`config.mk`:
```
export PLATFORM = sky130hd
export DESIGN_NAME = fermat_prime_test_top
export DESIGN_NICKNAME = d
export VERILOG_FILES = /design/src/design/fpt_pkg.sv /design/src/design/fermat_prime_test_top.sv /design/src/design/fpt_mulmod.sv /design/src/design/fpt_datapath.sv /design/src/design/fpt_ctrl.sv
export SDC_FILE = /design/constraint.sdc
export NUM_CORES = 1
export LEC_CHECK = 0
export BUFFER_PORTS_ARGS = -buffer_cell sky130_fd_sc_hd__clkbuf_2
export CAP_MARGIN = 20
export CELL_PAD_IN_SITES_DETAIL_PLACEMENT = 0
export CELL_PAD_IN_SITES_GLOBAL_PLACEMENT = 2
export CORE_ASPECT_RATIO = 1.25
export CORE_MARGIN = 2
export CORE_UTILIZATION = 45
export DETAILED_ROUTE_END_ITERATION = 16
export GPL_TIMING_DRIVEN = 0
export PLACE_DENSITY = 0.95
export SYNTH_ARGS = -nofsm -noshare
export SYNTH_HDL_FRONTEND = slang
export SYNTH_SLANG_ARGS = --single-unit
```
`constraint.sdc`:
```
create_clock -name clock -period 13.65 [get_ports clock]
set_clock_uncertainty 0.15 [all_clocks]
set_input_delay 1.365 -clock clock [delete_from_list [all_inputs] [get_ports clock]]
set_output_delay 1.365 -clock clock [all_outputs]
set_load 0.005 [all_outputs]
```
`src/design/fpt_pkg.sv`:
```
// ----------------------------------------------------------------------------
// fpt_pkg
// Shared types and constants for the Fermat probable-prime tester: widths,
// reset value of the base register, modular operation codes and the
// command/status groups between controller and datapath.
// ----------------------------------------------------------------------------
`default_nettype none

package fpt_pkg;

   // fixed widths of the ports
   localparam int CAND_WIDTH = 32;
   localparam int BASE_WIDTH = 32;

   // default number width used for the test
   localparam int NUM_WIDTH_DEF = 32;

   // witness base after reset
   localparam logic [BASE_WIDTH-1:0] BASE_RESET = 32'd11;

   // modular operations run on the shared multiplier
   typedef enum logic [1:0] {
      OP_BASE = 2'd0,   // base mod n
      OP_MUL  = 2'd1,   // acc * sq mod n
      OP_SQR  = 2'd2    // sq * sq mod n
   } op_type;

   // controller to datapath
   typedef struct packed {
      logic   load;         // capture a new candidate
      logic   start;        // launch one modular operation
      op_type op;           // which operation to launch
      logic   shift;        // drop the lowest exponent bit
      logic   result_load;  // capture the verdict
   } cmd_type;

   // datapath to controller
   typedef struct packed {
      logic trivial;   // below four or even, answered without exponentiation
      logic e_zero;    // exponent fully consumed
      logic e_lsb;     // current exponent bit
      logic mul_done;  // modular operation finished
   } status_type;

endpackage

`default_nettype wire

```
`src/design/fermat_prime_test_top.sv`:
```
// ----------------------------------------------------------------------------
// fermat_prime_test_top
// Single-base Fermat probable-prime tester with a programmable witness base.
// ----------------------------------------------------------------------------
// One candidate is tested at a time; the low NUM_WIDTH bits of req_candidate
// are used. Values below two and even values other than two answer "not
// prime", two and three answer "prime". Any other candidate n is checked
// as base^n mod n == base mod n with LSB-first square-and-multiply on one
// shared bit-serial modular multiplier: one reduction of the base, then for
// each of the k significant bits of n a square and (on a one bit) a
// multiply. The next candidate is accepted as soon as the verdict is handed
// to the result register, even while that result still waits for
// rsp_ready.
// The base register (reset 11) is written through csr_valid/csr_fermat_base
// and must only be written while the block is idle.
// ----------------------------------------------------------------------------
`default_nettype none

module fermat_prime_test_top
   import fpt_pkg::*;
#(
   parameter int NUM_WIDTH = NUM_WIDTH_DEF
) (
   input  wire logic                  clock,
   input  wire logic                  reset,
   // request channel
   input  wire logic                  req_valid,
   output logic                       req_ready,
   input  wire logic [CAND_WIDTH-1:0] req_candidate,
   // response channel
   output logic                       rsp_valid,
   input  wire logic                  rsp_ready,
   output logic                       rsp_is_prime,
   // base register write
   input  wire logic                  csr_valid,
   output logic                       csr_ready,
   input  wire logic [BASE_WIDTH-1:0] csr_fermat_base
);

   cmd_type    cmd;
   status_type status;

   // base writes always complete in one transfer
   assign csr_ready = 1'b1;

   fpt_ctrl u_ctrl (
      .clock     (clock),
      .reset     (reset),
      .req_valid (req_valid),
      .req_ready (req_ready),
      .rsp_valid (rsp_valid),
      .rsp_ready (rsp_ready),
      .cmd       (cmd),
      .status    (status)
   );

   fpt_datapath #(
      .NUM_WIDTH (NUM_WIDTH)
   ) u_datapath (
      .clock      (clock),
      .reset      (reset),
      .cmd        (cmd),
      .status     (status),
      .candidate  (req_candidate),
      .base_write (csr_valid & csr_ready),
      .base_data  (csr_fermat_base),
      .is_prime   (rsp_is_prime)
   );

endmodule

`default_nettype wire

```
`src/design/fpt_mulmod.sv`:
```
// ----------------------------------------------------------------------------
// fpt_mulmod
// Iterative modular multiplier: x * y mod m, one bit of y per cycle from the
// top, by doubling and adding with reduction. Requires x < m and m >= 2.
// ----------------------------------------------------------------------------
`default_nettype none

module fpt_mulmod
   import fpt_pkg::*;
#(
   parameter int NUM_WIDTH = NUM_WIDTH_DEF
) (
   input  wire logic                  clock,
   input  wire logic                  reset,
   input  wire logic                  start,
   input  wire logic [NUM_WIDTH-1:0]  x,
   input  wire logic [BASE_WIDTH-1:0] y,
   input  wire logic [NUM_WIDTH-1:0]  m,
   output logic                       done,
   output logic [NUM_WIDTH-1:0]       product
);

   localparam int CNT_W = $clog2(BASE_WIDTH);

   logic                  busy_ff;
   logic                  done_ff;
   logic [CNT_W-1:0]      cnt_ff;
   logic [NUM_WIDTH-1:0]  x_ff;
   logic [BASE_WIDTH-1:0] y_ff;
   logic [NUM_WIDTH-1:0]  m_ff;
   logic [NUM_WIDTH-1:0]  r_ff;
   logic [NUM_WIDTH-1:0]  r_in;

   logic [NUM_WIDTH-1:0]  x_sel;
   logic [NUM_WIDTH+1:0]  sum;
   logic [NUM_WIDTH+1:0]  m_one;
   logic [NUM_WIDTH+1:0]  m_two;
   logic [NUM_WIDTH+1:0]  diff_one;
   logic [NUM_WIDTH+1:0]  diff_two;

   // one step: r = 2r + bit*x, then bring back below m (sum < 3m)
   always_comb begin
      x_sel    = y_ff[BASE_WIDTH-1] ? x_ff : '0;
      sum      = {1'b0, r_ff, 1'b0} + {2'b00, x_sel};
      m_one    = {2'b00, m_ff};
      m_two    = {1'b0, m_ff, 1'b0};
      diff_one = sum - m_one;
      diff_two = sum - m_two;
      if (sum >= m_two) begin
         r_in = diff_two[NUM_WIDTH-1:0];
      end else if (sum >= m_one) begin
         r_in = diff_one[NUM_WIDTH-1:0];
      end else begin
         r_in = sum[NUM_WIDTH-1:0];
      end
   end

   // control of the iteration
   always_ff @(posedge clock) begin
      if (reset) begin
         busy_ff <= 1'b0;
         done_ff <= 1'b0;
         cnt_ff  <= '0;
      end else begin
         done_ff <= 1'b0;
         if (start) begin
            busy_ff <= 1'b1;
            cnt_ff  <= CNT_W'(BASE_WIDTH - 1);
         end else if (busy_ff) begin
            cnt_ff <= cnt_ff - 1'b1;
            if (cnt_ff == '0) begin
               busy_ff <= 1'b0;
               done_ff <= 1'b1;
            end
         end
      end
   end

   // operands and partial remainder
   always_ff @(posedge clock) begin
      if (start) begin
         x_ff <= x;
         y_ff <= y;
         m_ff <= m;
         r_ff <= '0;
      end else if (busy_ff) begin
         y_ff <= {y_ff[BASE_WIDTH-2:0], 1'b0};
         r_ff <= r_in;
      end
   end

   assign done    = done_ff;
   assign product = r_ff;

endmodule

`default_nettype wire

```
`src/design/fpt_datapath.sv`:
```
// ----------------------------------------------------------------------------
// fpt_datapath
// Holds the candidate, exponent, accumulator, running square, reduced base
// and base register, and the shared modular multiplier.
// ----------------------------------------------------------------------------
`default_nettype none

module fpt_datapath
   import fpt_pkg::*;
#(
   parameter int NUM_WIDTH = NUM_WIDTH_DEF
) (
   input  wire logic                  clock,
   input  wire logic                  reset,
   input  wire cmd_type               cmd,
   output status_type                 status,
   input  wire logic [CAND_WIDTH-1:0] candidate,
   input  wire logic                  base_write,
   input  wire logic [BASE_WIDTH-1:0] base_data,
   output logic                       is_prime
);

   logic [BASE_WIDTH-1:0] base_ff;
   logic [NUM_WIDTH-1:0]  n_ff;
   logic [NUM_WIDTH-1:0]  e_ff;
   logic [NUM_WIDTH-1:0]  acc_ff;
   logic [NUM_WIDTH-1:0]  sq_ff;
   logic [NUM_WIDTH-1:0]  amod_ff;
   op_type                op_ff;
   logic                  result_ff;

   logic [NUM_WIDTH-1:0]  mm_x;
   logic [BASE_WIDTH-1:0] mm_y;
   logic                  mm_done;
   logic [NUM_WIDTH-1:0]  mm_product;
   logic                  below_four;
   logic                  two_or_three;
   logic                  trivial_prime;
   logic                  result_in;

   // witness base register
   always_ff @(posedge clock) begin
      if (reset) begin
         base_ff <= BASE_RESET;
      end else if (base_write) begin
         base_ff <= base_data;
      end
   end

   // operand selection for the multiplier
   always_comb begin
      case (cmd.op)
         OP_BASE: begin
            mm_x = NUM_WIDTH'(1);
            mm_y = base_ff;
         end
         OP_MUL: begin
            mm_x = acc_ff;
            mm_y = BASE_WIDTH'(sq_ff);
         end
         OP_SQR: begin
            mm_x = sq_ff;
            mm_y = BASE_WIDTH'(sq_ff);
         end
         default: begin
            mm_x = sq_ff;
            mm_y = BASE_WIDTH'(sq_ff);
         end
      endcase
   end

   fpt_mulmod #(
      .NUM_WIDTH (NUM_WIDTH)
   ) u_mulmod (
      .clock   (clock),
      .reset   (reset),
      .start   (cmd.start),
      .x       (mm_x),
      .y       (mm_y),
      .m       (n_ff),
      .done    (mm_done),
      .product (mm_product)
   );

   // candidate, exponent and running values
   always_ff @(posedge clock) begin
      if (cmd.load) begin
         n_ff   <= candidate[NUM_WIDTH-1:0];
         e_ff   <= candidate[NUM_WIDTH-1:0];
         acc_ff <= NUM_WIDTH'(1);
      end else begin
         if (cmd.shift) begin
            e_ff <= {1'b0, e_ff[NUM_WIDTH-1:1]};
         end
         if (mm_done) begin
            case (op_ff)
               OP_BASE: begin
                  amod_ff <= mm_product;
                  sq_ff   <= mm_product;
               end
               OP_MUL:  acc_ff <= mm_product;
               OP_SQR:  sq_ff  <= mm_product;
               default: sq_ff  <= sq_ff;
            endcase
         end
      end
      if (cmd.start) begin
         op_ff <= cmd.op;
      end
   end

   // small and even candidates
   always_comb begin
      below_four    = (n_ff[NUM_WIDTH-1:2] == '0);
      two_or_three  = (n_ff[NUM_WIDTH-1:1] == (NUM_WIDTH-1)'(1));
      trivial_prime = two_or_three;
      result_in     = (below_four || !n_ff[0]) ? trivial_prime : (acc_ff == amod_ff);
   end

   // verdict register
   always_ff @(posedge clock) begin
      if (cmd.result_load) begin
         result_ff <= result_in;
      end
   end

   assign status.trivial  = below_four || !n_ff[0];
   assign status.e_zero   = (e_ff == '0);
   assign status.e_lsb    = e_ff[0];
   assign status.mul_done = mm_done;
   assign is_prime        = result_ff;

endmodule

`default_nettype wire

```
`src/design/fpt_ctrl.sv`:
```
// ----------------------------------------------------------------------------
// fpt_ctrl
// Sequencer for the test: accepts a candidate, settles small and even values
// at once, otherwise walks the exponent bits issuing multiply and square
// operations, then hands the verdict to the result register.
// ----------------------------------------------------------------------------
`default_nettype none

module fpt_ctrl
   import fpt_pkg::*;
(
   input  wire logic       clock,
   input  wire logic       reset,
   input  wire logic       req_valid,
   output logic            req_ready,
   output logic            rsp_valid,
   input  wire logic       rsp_ready,
   output cmd_type         cmd,
   input  wire status_type status
);

   typedef enum logic [6:0] {
      ST_IDLE  = 7'b0000001,
      ST_CHECK = 7'b0000010,
      ST_BASE  = 7'b0000100,
      ST_BIT   = 7'b0001000,
      ST_MUL   = 7'b0010000,
      ST_SQR   = 7'b0100000,
      ST_DONE  = 7'b1000000
   } state_type;

   state_type state_ff;
   state_type state_in;
   logic      rsp_valid_ff;
   logic      rsp_valid_in;

   // next state and commands
   always_comb begin
      state_in        = state_ff;
      cmd.load        = 1'b0;
      cmd.start       = 1'b0;
      cmd.op          = OP_SQR;
      cmd.shift       = 1'b0;
      cmd.result_load = 1'b0;
      case (state_ff)
         ST_IDLE: begin
            if (req_valid) begin
               cmd.load = 1'b1;
               state_in = ST_CHECK;
            end
         end
         ST_CHECK: begin
            if (status.trivial) begin
               state_in = ST_DONE;
            end else begin
               cmd.start = 1'b1;
               cmd.op    = OP_BASE;
               state_in  = ST_BASE;
            end
         end
         ST_BASE: begin
            if (status.mul_done) begin
               state_in = ST_BIT;
            end
         end
         ST_BIT: begin
            if (status.e_zero) begin
               state_in = ST_DONE;
            end else if (status.e_lsb) begin
               cmd.start = 1'b1;
               cmd.op    = OP_MUL;
               state_in  = ST_MUL;
            end else begin
               cmd.start = 1'b1;
               cmd.op    = OP_SQR;
               state_in  = ST_SQR;
            end
         end
         ST_MUL: begin
            if (status.mul_done) begin
               cmd.start = 1'b1;
               cmd.op    = OP_SQR;
               state_in  = ST_SQR;
            end
         end
         ST_SQR: begin
            if (status.mul_done) begin
               cmd.shift = 1'b1;
               state_in  = ST_BIT;
            end
         end
         ST_DONE: begin
            if (!rsp_valid_ff || rsp_ready) begin
               cmd.result_load = 1'b1;
               state_in        = ST_IDLE;
            end
         end
         default: state_in = ST_IDLE;
      endcase
   end

   // result valid: set on load, cleared on transfer
   always_comb begin
      rsp_valid_in = rsp_valid_ff;
      if (rsp_ready) begin
         rsp_valid_in = 1'b0;
      end
      if (cmd.result_load) begin
         rsp_valid_in = 1'b1;
      end
   end

   always_ff @(posedge clock) begin
      if (reset) begin
         state_ff     <= ST_IDLE;
         rsp_valid_ff <= 1'b0;
      end else begin
         state_ff     <= state_in;
         rsp_valid_ff <= rsp_valid_in;
      end
   end

   assign req_ready = (state_ff == ST_IDLE);
   assign rsp_valid = rsp_valid_ff;

endmodule

`default_nettype wire
```
Word level (Yosys, flattened, before mapping). Cells that the tools add are included.

Register bits after elaboration: 338. Input port bits: 69. Output and inout bits: 4.

Add/subtract/negate cells: 4. $lt $le $gt $ge: 2. Eq/ne operators: 16. Mux-type cells: 37. Bitwise operators: 2. Reductions and logical operators: 19.

Operators with widths (number): $mux W32 (8); $pmux W32 S2 (1); $sub A32 B32 Y32 (2); $mux W7 (6); $pmux W7 S6 (1); $add A33 B32 Y34 (1); $ge A34 B32 Y1 (1); $ge A34 B33 Y1 (1); $eq A32 B32 Y1 (1); $logic_not A32 Y1 (1); $eq A31 B1 Y1 const B (1); $logic_not A30 Y1 (1); $mux W1 (13); $mux W5 (2); $mux W3 (3); $pmux W3 S3 (1); $eq A7 B1 Y1 const B (1); $eq A7 B2 Y1 const B (1); $eq A7 B3 Y1 const B (1); $eq A7 B4 Y1 const B (1); $eq A7 B5 Y1 const B (1); $eq A7 B6 Y1 const B (1); $eq A7 B7 Y1 const B (1); $mux W6 (1); other kinds (17) (28).

Logic depth before layout (Yosys ltp). Gate-level depths: netlist of run 1.

Word-level depth: 7. Gate-level depth with buffers: 26. Gate-level depth less buffers: 23.

Modules after synthesis. Synthesis of run 1 repeated with hierarchy kept, for this count alone.

Cell total of the unflattened synthesis: 1801. Area total of the unflattened synthesis: 18930.7 um^2.

Modules (own cells, without submodules): fpt_mulmod (times used 1, cells an instance 1095, area each 10406.2 um^2); fpt_datapath (times used 1, cells an instance 627, area each 7895.1 um^2); fpt_ctrl (times used 1, cells an instance 77, area each 618.1 um^2); fermat_prime_test_top (times used 1, cells an instance 2, area each 11.3 um^2).

Worst setup path after synthesis of run 1. No wires, ideal clock.

Path kind: input to register. Start point: input req_valid. End point: register u_datapath.amod_ff[0] (enable). Arrival time: 5.796 ns. Required time: 13.075 ns. Path slack: 7.279 ns. Cell stages on the path: 4. Buffers on the path: 1. Cell sequence: and2_1 > clkbuf_1 > nor3b_1 > nor2b_1.

Cells in the longest elaborated chain, start to end: 4.

Ends and longest elaborated chain: start, declared (line fermat_prime_test_top.sv:27) `input wire logic req_valid,`; $mux W1 (line fpt_ctrl.sv:47) `if (req_valid) begin`; $mux W1 (line fpt_ctrl.sv:45) `case (state_ff)`; $not A1 Y1 (no line); $reduce_and A3 Y1 (no line); end signal, assigned (line fpt_datapath.sv:98) `amod_ff <= mm_product;`; end, declared (line fpt_datapath.sv:28) `logic [NUM_WIDTH-1:0] amod_ff;`.

Every way passes these cells. A chain may end at the register's enable or synchronous reset.

Worst setup path in the final report of run 1.
Start point: register u_datapath.u_mulmod.y_ff[31]. End point: register u_datapath.u_mulmod.r_ff[16] (netlist: u_datapath.u_mulmod.product[16]).

Cells in the longest elaborated chain, start to end: 5. Elaborated cells on any way between the ends: 8. Those cells by class: add/sub: 3; order compare: 2; mux: 3.

Ends and longest elaborated chain: start, declared (line fpt_mulmod.sv:29) `logic [BASE_WIDTH-1:0] y_ff;`; start signal, assigned (line fpt_mulmod.sv:83) `y_ff <= y;`; start signal, assigned (line fpt_mulmod.sv:87) `y_ff <= {y_ff[BASE_WIDTH-2:0], 1'b0};`; $mux W32 (*) (line fpt_mulmod.sv:43) `x_sel = y_ff[BASE_WIDTH-1] ? x_ff : '0;`; $add A33 B32 Y34 (*) (line fpt_mulmod.sv:44) `sum = {1'b0, r_ff, 1'b0} + {2'b00, x_sel};`; $sub A32 B32 Y32 / $ge A34 B32 Y1 (equally long branches) (line fpt_mulmod.sv:47, fpt_mulmod.sv:51); $mux W32 (line fpt_mulmod.sv:51) `end else if (sum >= m_one) begin`; $mux W32 (*) (line fpt_mulmod.sv:49) `if (sum >= m_two) begin`; end signal, assigned (line fpt_mulmod.sv:88) `r_ff <= r_in;`; end, declared (line fpt_mulmod.sv:31) `logic [NUM_WIDTH-1:0] r_ff;`.

Every way passes the cells marked *; elsewhere a longest branch is shown, timed or not.

==> results.toml, run 1 <==
[critical_path]
path_cells = "clkbuf_1 -> nand2_1 -> fa_1 -> nand2b_1 -> a211oi_1 -> o21ai_0 -> o31ai_1 -> a21oi_1 -> o31ai_1 -> a21oi_1 -> xnor2_1 -> ha_1 -> clkbuf_1 -> a21o_1 -> a21o_1 -> a21oi_1 -> o21ai_0 -> a41oi_1 -> o211a_1 -> o211ai_2 -> buf_8 -> mux2i_1 -> o21ai_0 -> a22o_1"
crit_slowest_cell = "o31ai_1"
path_buf_inv = 3
max_stage_delay_ns = 0.67
r2r_slack_ns = 5.62
startpoint_type = "flip-flop"
criticalPathCategory = "flip-flop to flip-flop"
worstPathRequired_ns = 14.04
crit_family = "compound AO/OA/AOI/OAI gates"
crit_arrival_ns = 8.41
path_max_fanout = 10
end_kind = "flip-flop"

[clock_network]
numCtsBuffers = 31
cts-root-buf = "clkbuf_16"
path_clk_slew_ns = 0.07
cts.sinks = 338
cts_htree_levels = 1
clk-insertion-delay-late_ns = 0.59
cts-resized-gates = 0
cts_hold_buffers = 0
cts_tree = "done"
cts_setup_buffers = 0
clock_path_buffers = 3

[floorplan]
start_util = 0.457
core_area_um2 = 40300
die_area_um2 = 42600
ios = 73
die_width_um = 185
die_h_um = 230
num_rows = 82

[synthesis]
synth_area_um2 = 18400
ys_types = 88
synthTopCellsByArea = "edfxtp_1 37%, dfxtp_1 12%, ha_1 6.6%"
yosysSeqAreaShare = 0.490
yosysWarnings = 0
synthFlopType = "edfxtp_1"
synthesis.area_per_instance_um2 = 10.5
ys_ff_latch = 338
synth_edf_count = 227
yosysTopAreaCellShare = 0.370
ys_async_sr_fraction = 0
synth_top_area_cell = "edfxtp_1"
postSynthCellCount = 1758
syn-num-nets = 1927

[layout]
fin_nets = 2038
drive_above_1_share = 0.101
antennaDiodeCount = 0
n_fill_cell = 3635
area_growth_pct = 11.8

[placed_design]
io_buffers = 69
gp_congestion = 0.912
place_hpwl_mm = 43.0

[power_and_ir_drop]
pwr_density_cell_nw_per_um2 = 236
leakagePower_nw = 7.98
max-vdd-ir-drop_mv = 0.113

[run]
cap_violations = 0

[timing]
slew-limit-headroom = 0.356
whs_ns = 0.301
setup_tns_ns = 0
maxSlewViolCount = 0
rsz0062_at_grt = "no"
clock.fmax_ghz = 0.125
setup_violations = 0
finalHoldViolations = 0
finalCritPeriodShare = 0.588
period_needed_ns = 8.03
worst_pin_slew_ns = 0.966

[detailed_routing]
first_pass_iters = 5
drtIter0Drc = 1038
ant_nets = 0
remaining_drc_errors = 0
wl_per_cell_um = 22.2
drt-vias-per-instance = 5.79
vias = 14100
routed_wl_mm = 54.2

[global_route]
antenna_found_initial = 0
track_usage = 0.256
grt_max_degree = 42
grt_pass1_vias = 14000
grt_pass1_wl_mm = 82.4
grt_overflow = 0

[run_status]
status = "complete, no violations"

[hold_path]
hold_path.class = "flip-flop to flip-flop"
==> power breakdown <==
group	switching [W]	internal, W	leakage, nW	total, W
Combinational	0.00158	0.000957	4.51	0.00254
Clock	0.000382	0.000481	0.481	0.000863
Sequential	0.000169	0.00130	2.99	0.00147
==> per-layer routing <==
| metal | global-route usage | wire length, um |
|---|---|---|
| met5 | 0 | 0 |
| met4 | 0.113 | 2540 |
| met3 | 0.0216 | 2690 |
| met2 | 0.440 | 26400 |
| met1 | 0.328 | 22600 |
==> worst register-to-register path: cells and delay by family, from the launching register on <==
kind | cells | cell delay (ns)
AO/OA/AOI/OAI | 15 | 4.41
XOR/XNOR | 1 | 0.53
adder cells (fa/ha/maj) | 2 | 0.85
buffers and inverters | 3 | 0.97
flip-flops | 1 | 0.50
multiplexers | 1 | 0.13
AND/OR/NAND/NOR | 2 | 0.43
==> logic make-up (layout without fill, tap and decap cells) <==
family                   Yosys count  count (layout)  share of synthesized area
AO/OA/AOI/OAI                    467             467                      0.164
XOR/XNOR                         116             116                     0.0551
adder cells (fa/ha/maj)          100             100                     0.0691
buffers and inverters            140             274                     0.0302
flip-flops                       338             338                      0.490
multiplexers                     121             121                     0.0683
other                              1               1                   0.000203
AND/OR/NAND/NOR                  475             475                      0.124
==> registers in the layout (all words and copies together), names as in the netlist, 2 cells and up <==
name                         flops
u_datapath.e_ff                 32
u_datapath.sq_ff                32
u_datapath.u_mulmod.y_ff        32
u_datapath.n_ff                 32
u_datapath.u_mulmod.product     32
u_ctrl.state_ff                  7
u_datapath.acc_ff               32
u_datapath.u_mulmod.m_ff        32
u_datapath.base_ff              32
u_datapath.amod_ff              32
u_datapath.op_ff                 2
u_datapath.u_mulmod.cnt_ff       5
u_datapath.u_mulmod.x_ff        32
==> cell usage after synthesis, types with 3 or more instances <==
cell / n
a211o_1: 4
a211oi_1: 21
a21o_1: 41
a21oi_1: 144
a221oi_1: 4
a22o_1: 38
a22oi_1: 3
a31oi_1: 11
a41oi_1: 4
and2_1: 33
and3_1: 11
buf_1: 7
buf_2: 4
clkbuf_1: 49
dfxtp_1: 111
edfxtp_1: 227
fa_1: 3
ha_1: 97
inv_1: 75
mux2_2: 38
mux2i_1: 82
nand2_1: 174
nand2b_1: 15
nand3_1: 19
nand3b_1: 6
nand4_1: 24
nor2_1: 105
nor2b_1: 13
nor3_1: 23
nor3b_1: 4
nor4_1: 28
o2111ai_1: 4
o211a_1: 7
o211ai_1: 7
o21a_1: 7
o21ai_0: 99
o21ai_1: 14
o21bai_1: 14
o221ai_1: 4
o31ai_1: 8
or2_2: 4
xnor2_1: 73
xor2_1: 43
==> worst paths after layout <==
check	depth (start not counted)	to	startpoint
hold / removal	0	u_datapath.u_mulmod.m_ff[5]$_DFFE_PP_	u_datapath.n_ff[5]$_DFFE_PP_
setup / recovery	24	u_datapath.u_mulmod.product[16]$_SDFFE_PP0P_	u_datapath.u_mulmod.y_ff[31]$_DFFE_PP_
hold reg to reg	0	u_datapath.u_mulmod.m_ff[5]$_DFFE_PP_	u_datapath.n_ff[5]$_DFFE_PP_
setup reg to reg	24	u_datapath.u_mulmod.product[16]$_SDFFE_PP0P_	u_datapath.u_mulmod.y_ff[31]$_DFFE_PP_
==> layout make-up <==
type | instances | area (um^2) | share of cell area
sequential | 338 | 9040 | 0.438
buffer | 64 | 273 | 0.0132
timing repair buffer | 78 | 488 | 0.0237
clock inverter | 16 | 169 | 0.00819
clock buffer | 40 | 820 | 0.0397
tap | 546 | 683 | 0.0331
multi-input combinational | 1280 | 8870 | 0.430
inverter | 76 | 287 | 0.0139
==> metrics by stage <==
step	total power (W)	worst slack (ns)	instances	cell area [um^2]	utilization
finish	0.00487	5.62	2438	20600	0.512
CTS	0.00484	5.65	2438	20600	0.512
global route	0.00513	5.29	2438	20600	0.512
floorplan	0.00318	7.28	1758	18400	-
global placement	0.00395	4.30	2373	19500	0.483
detailed placement	0.00397	5.72	2382	19600	0.487
==> placed cells by master, fill, tap and decap left out, drive strengths merged, types with 11 or more instances in the layout <==
master  instances
a31oi          11
a21o           41
edfxtp        227
nand2b         16
nor3           23
xnor2          73
mux2i          82
nor4           28
o21bai         14
nor2b          13
a21oi         145
mux2           39
ha             97
a22o           38
inv            77
buf            24
and3           11
xor2           43
dfxtp         111
clkinv         11
a211oi         21
nand4          24
nand2         174
nand3          20
clkbuf        158
and2           33
nor2          106
o21ai         115
Note: power is estimated with default switching activity, not from simulation.
==> run 2, diff against run 1 <==
CORE_UTILIZATION = 38   (was 45)
PLACE_DENSITY = 0.86   (was 0.95)
clock period = 7.2 ns   (was 13.65 ns; I/O delays follow)
==> run 2 against run 1 <==
  * Cell count increased by 4.3%
  * Design area grew 1.8%
  * Sequential share of layout area decreased by 0.76 points
  * Non-clock buffer count increased by 4
  * Total power increased by 95%
  * Via count is 0.26% higher
  * Critical path depth unchanged
  * Count of clock-buffer cells in the layout down 8
  * Worst setup slack worse by 5.3 ns
==> results.toml, run 2 (synthesized netlist as in run 1, its figures left out) <==
[critical_path]
worstPathRequired_ns = 7.55
end_kind = "flip-flop"
startpoint_type = "flip-flop"
path_max_fanout = 10
crit_arrival_ns = 7.20
criticalPathCategory = "flip-flop to flip-flop"

[timing]
worst_pin_slew_ns = 0.861
finalCritPeriodShare = 0.951
whs_ns = 0.175
clock.fmax_ghz = 0.146
period_needed_ns = 6.85
setup_violations = 0
finalHoldViolations = 0
slew-limit-headroom = 0.423
maxSlewViolCount = 0
rsz0062_at_grt = "no"

[global_route]
antenna_found_initial = 0
gr-usage-met2 = 0.380
grt_pass1_wl_mm = 83.2
use_met1 = 0.272
grt_pass1_vias = 13700
track_usage = 0.216
grt_overflow = 0
grt_max_degree = 39
gr-usage-met3 = 0.0186
grt.busiest_layer = "met2"

[layout]
n_fill_cell = 4578
antennaDiodeCount = 0
drive_above_1_share = 0.112
mostFrequentLayoutCells = "227 x edfxtp_1, 174 x nand2_1, 144 x a21oi_1"
regArea_um2 = 9040
final_common_cell = "edfxtp_1"
fin_nets = 2042
fin_area_um2 = 21000
area_growth_pct = 13.8
final_cells = 2542
multiInputGateArea_um2 = 8910

[detailed_routing]
ant_nets = 0
wl_per_cell_um = 21.7
drt-vias-per-instance = 5.56
remaining_drc_errors = 0
routed_wl_mm = 55.1
first_pass_iters = 5
vias = 14100
drtIter0Drc = 1163

[clock_network]
cts_htree_levels = 1
cts-root-buf = "clkbuf_16"
cts_tree = "done"
path_clk_slew_ns = 0.08
cts.sinks = 338
clock_path_buffers = 3
clk-insertion-delay-late_ns = 0.60
numCtsBuffers = 31

[floorplan]
num_rows = 90
die_area_um2 = 50300
die_width_um = 201
ios = 73
start_util = 0.384
core_area_um2 = 48100
die_h_um = 250

[placed_design]
dp_cells = 2481
place_hpwl_mm = 43.6
post_dp_cell_area_um2 = 19800
io_buffers = 69
gp_congestion = 0.871

[power_and_ir_drop]
p_comb_frac = 0.507
p_clk_frac = 0.199
switching_share = 0.428
internal-power_w = 0.00541
power.total_w = 0.00947
pwr_density_cell_nw_per_um2 = 451
leakagePower_nw = 8.11
netSwitchingPower_w = 0.00405
share_seq_of_total_power = 0.294
max-vdd-ir-drop_mv = 0.269

[run]
cap_violations = 0

[hold_path]
hold_path.class = "input pin to flip-flop"

[run_status]
status = "complete, no violations"
[run 2: cell count changes in the layout (fill, tap and decap cells not counted), sizes merged]
cell / delta
clkinvlp: +2
inv: +2
buf: +4
bufinv: +6
clkbuf: -8
[run 2: layout make-up]
| cell class | instances | share of cell area |
|---|---|---|
| sequential | 338 | 0.431 |
| multi-input combinational | 1280 | 0.424 |
| tap | 644 | 0.0384 |
| clock buffer | 32 | 0.0371 |
| timing repair buffer | 82 | 0.0249 |
| clock inverter | 26 | 0.0182 |
| inverter | 76 | 0.0136 |
| buffer | 64 | 0.0131 |
[run 2: final timing paths]
path	slack, ns	cells past startpoint	to	startpoint
max reg2reg	0.35	24	u_datapath.u_mulmod.product[16]$_SDFFE_PP0P_	u_datapath.u_mulmod.y_ff[31]$_DFFE_PP_
min reg2reg	0.30	0	u_datapath.u_mulmod.m_ff[19]$_DFFE_PP_	u_datapath.n_ff[19]$_DFFE_PP_
max	0.35	24	u_datapath.u_mulmod.product[16]$_SDFFE_PP0P_	u_datapath.u_mulmod.y_ff[31]$_DFFE_PP_
min	0.17	1	u_datapath.n_ff[31]$_DFFE_PP_	req_candidate[31]
[run 2: stage by stage]
step	util	setup TNS, ns	setup slack, ns
after floorplan	-	0	1.47
after global placement	0.408	-80.54	-1.57
after detailed placement	0.411	-21.55	-0.895
after CTS	0.436	0	0.144
after global routing	0.437	0	0.0353
final	0.437	0	0.352
[run 2: per-layer routing]
layer | part of all wire | wire [um]
met2 | 0.49 | 27200
met5 | 0 | 0
met1 | 0.42 | 23200
met3 | 0.045 | 2500
met4 | 0.041 | 2260
[run 2: power by group through the flow]
stage / Sequential, W / Combinational (W) / Clock [W]
2_1_floorplan: 0.00264 / 0.00340 / 0
3_3_place_gp: 0.00282 / 0.00467 / 0
3_5_place_dp: 0.00282 / 0.00470 / 0
4_1_cts: 0.00277 / 0.00475 / 0.00191
5_1_grt: 0.00280 / 0.00522 / 0.00198
6_report: 0.00278 / 0.00480 / 0.00189
[run 2: worst max-delay path, stage by stage, from the launching register on]
cell and delay (ns):
edfxtp_1 0.39, clkbuf_2 0.31, nand2_1 0.16, fa_1 0.45, nand2b_1 0.22, a211oi_2 0.39, o21ai_0 0.22, o31ai_2 0.45
a21oi_1 0.17, o31ai_1 0.28, a21oi_1 0.14, xnor2_2 0.38, ha_1 0.31, clkbuf_1 0.21, a21o_1 0.23, a21o_1 0.17
a21oi_1 0.17, o21ai_0 0.11, a41oi_1 0.35, o211a_1 0.30, o211ai_4 0.25, buf_8 0.26, mux2i_1 0.26, o21ai_0 0.17
a22o_1 0.23
[run 2: timing repair]
item                                    in CTS  in global routing
resized for setup                            6                  0
setup buffers                                0                  3
endpoints found under the setup margin      32                 20
hold buffers                                 0                  0
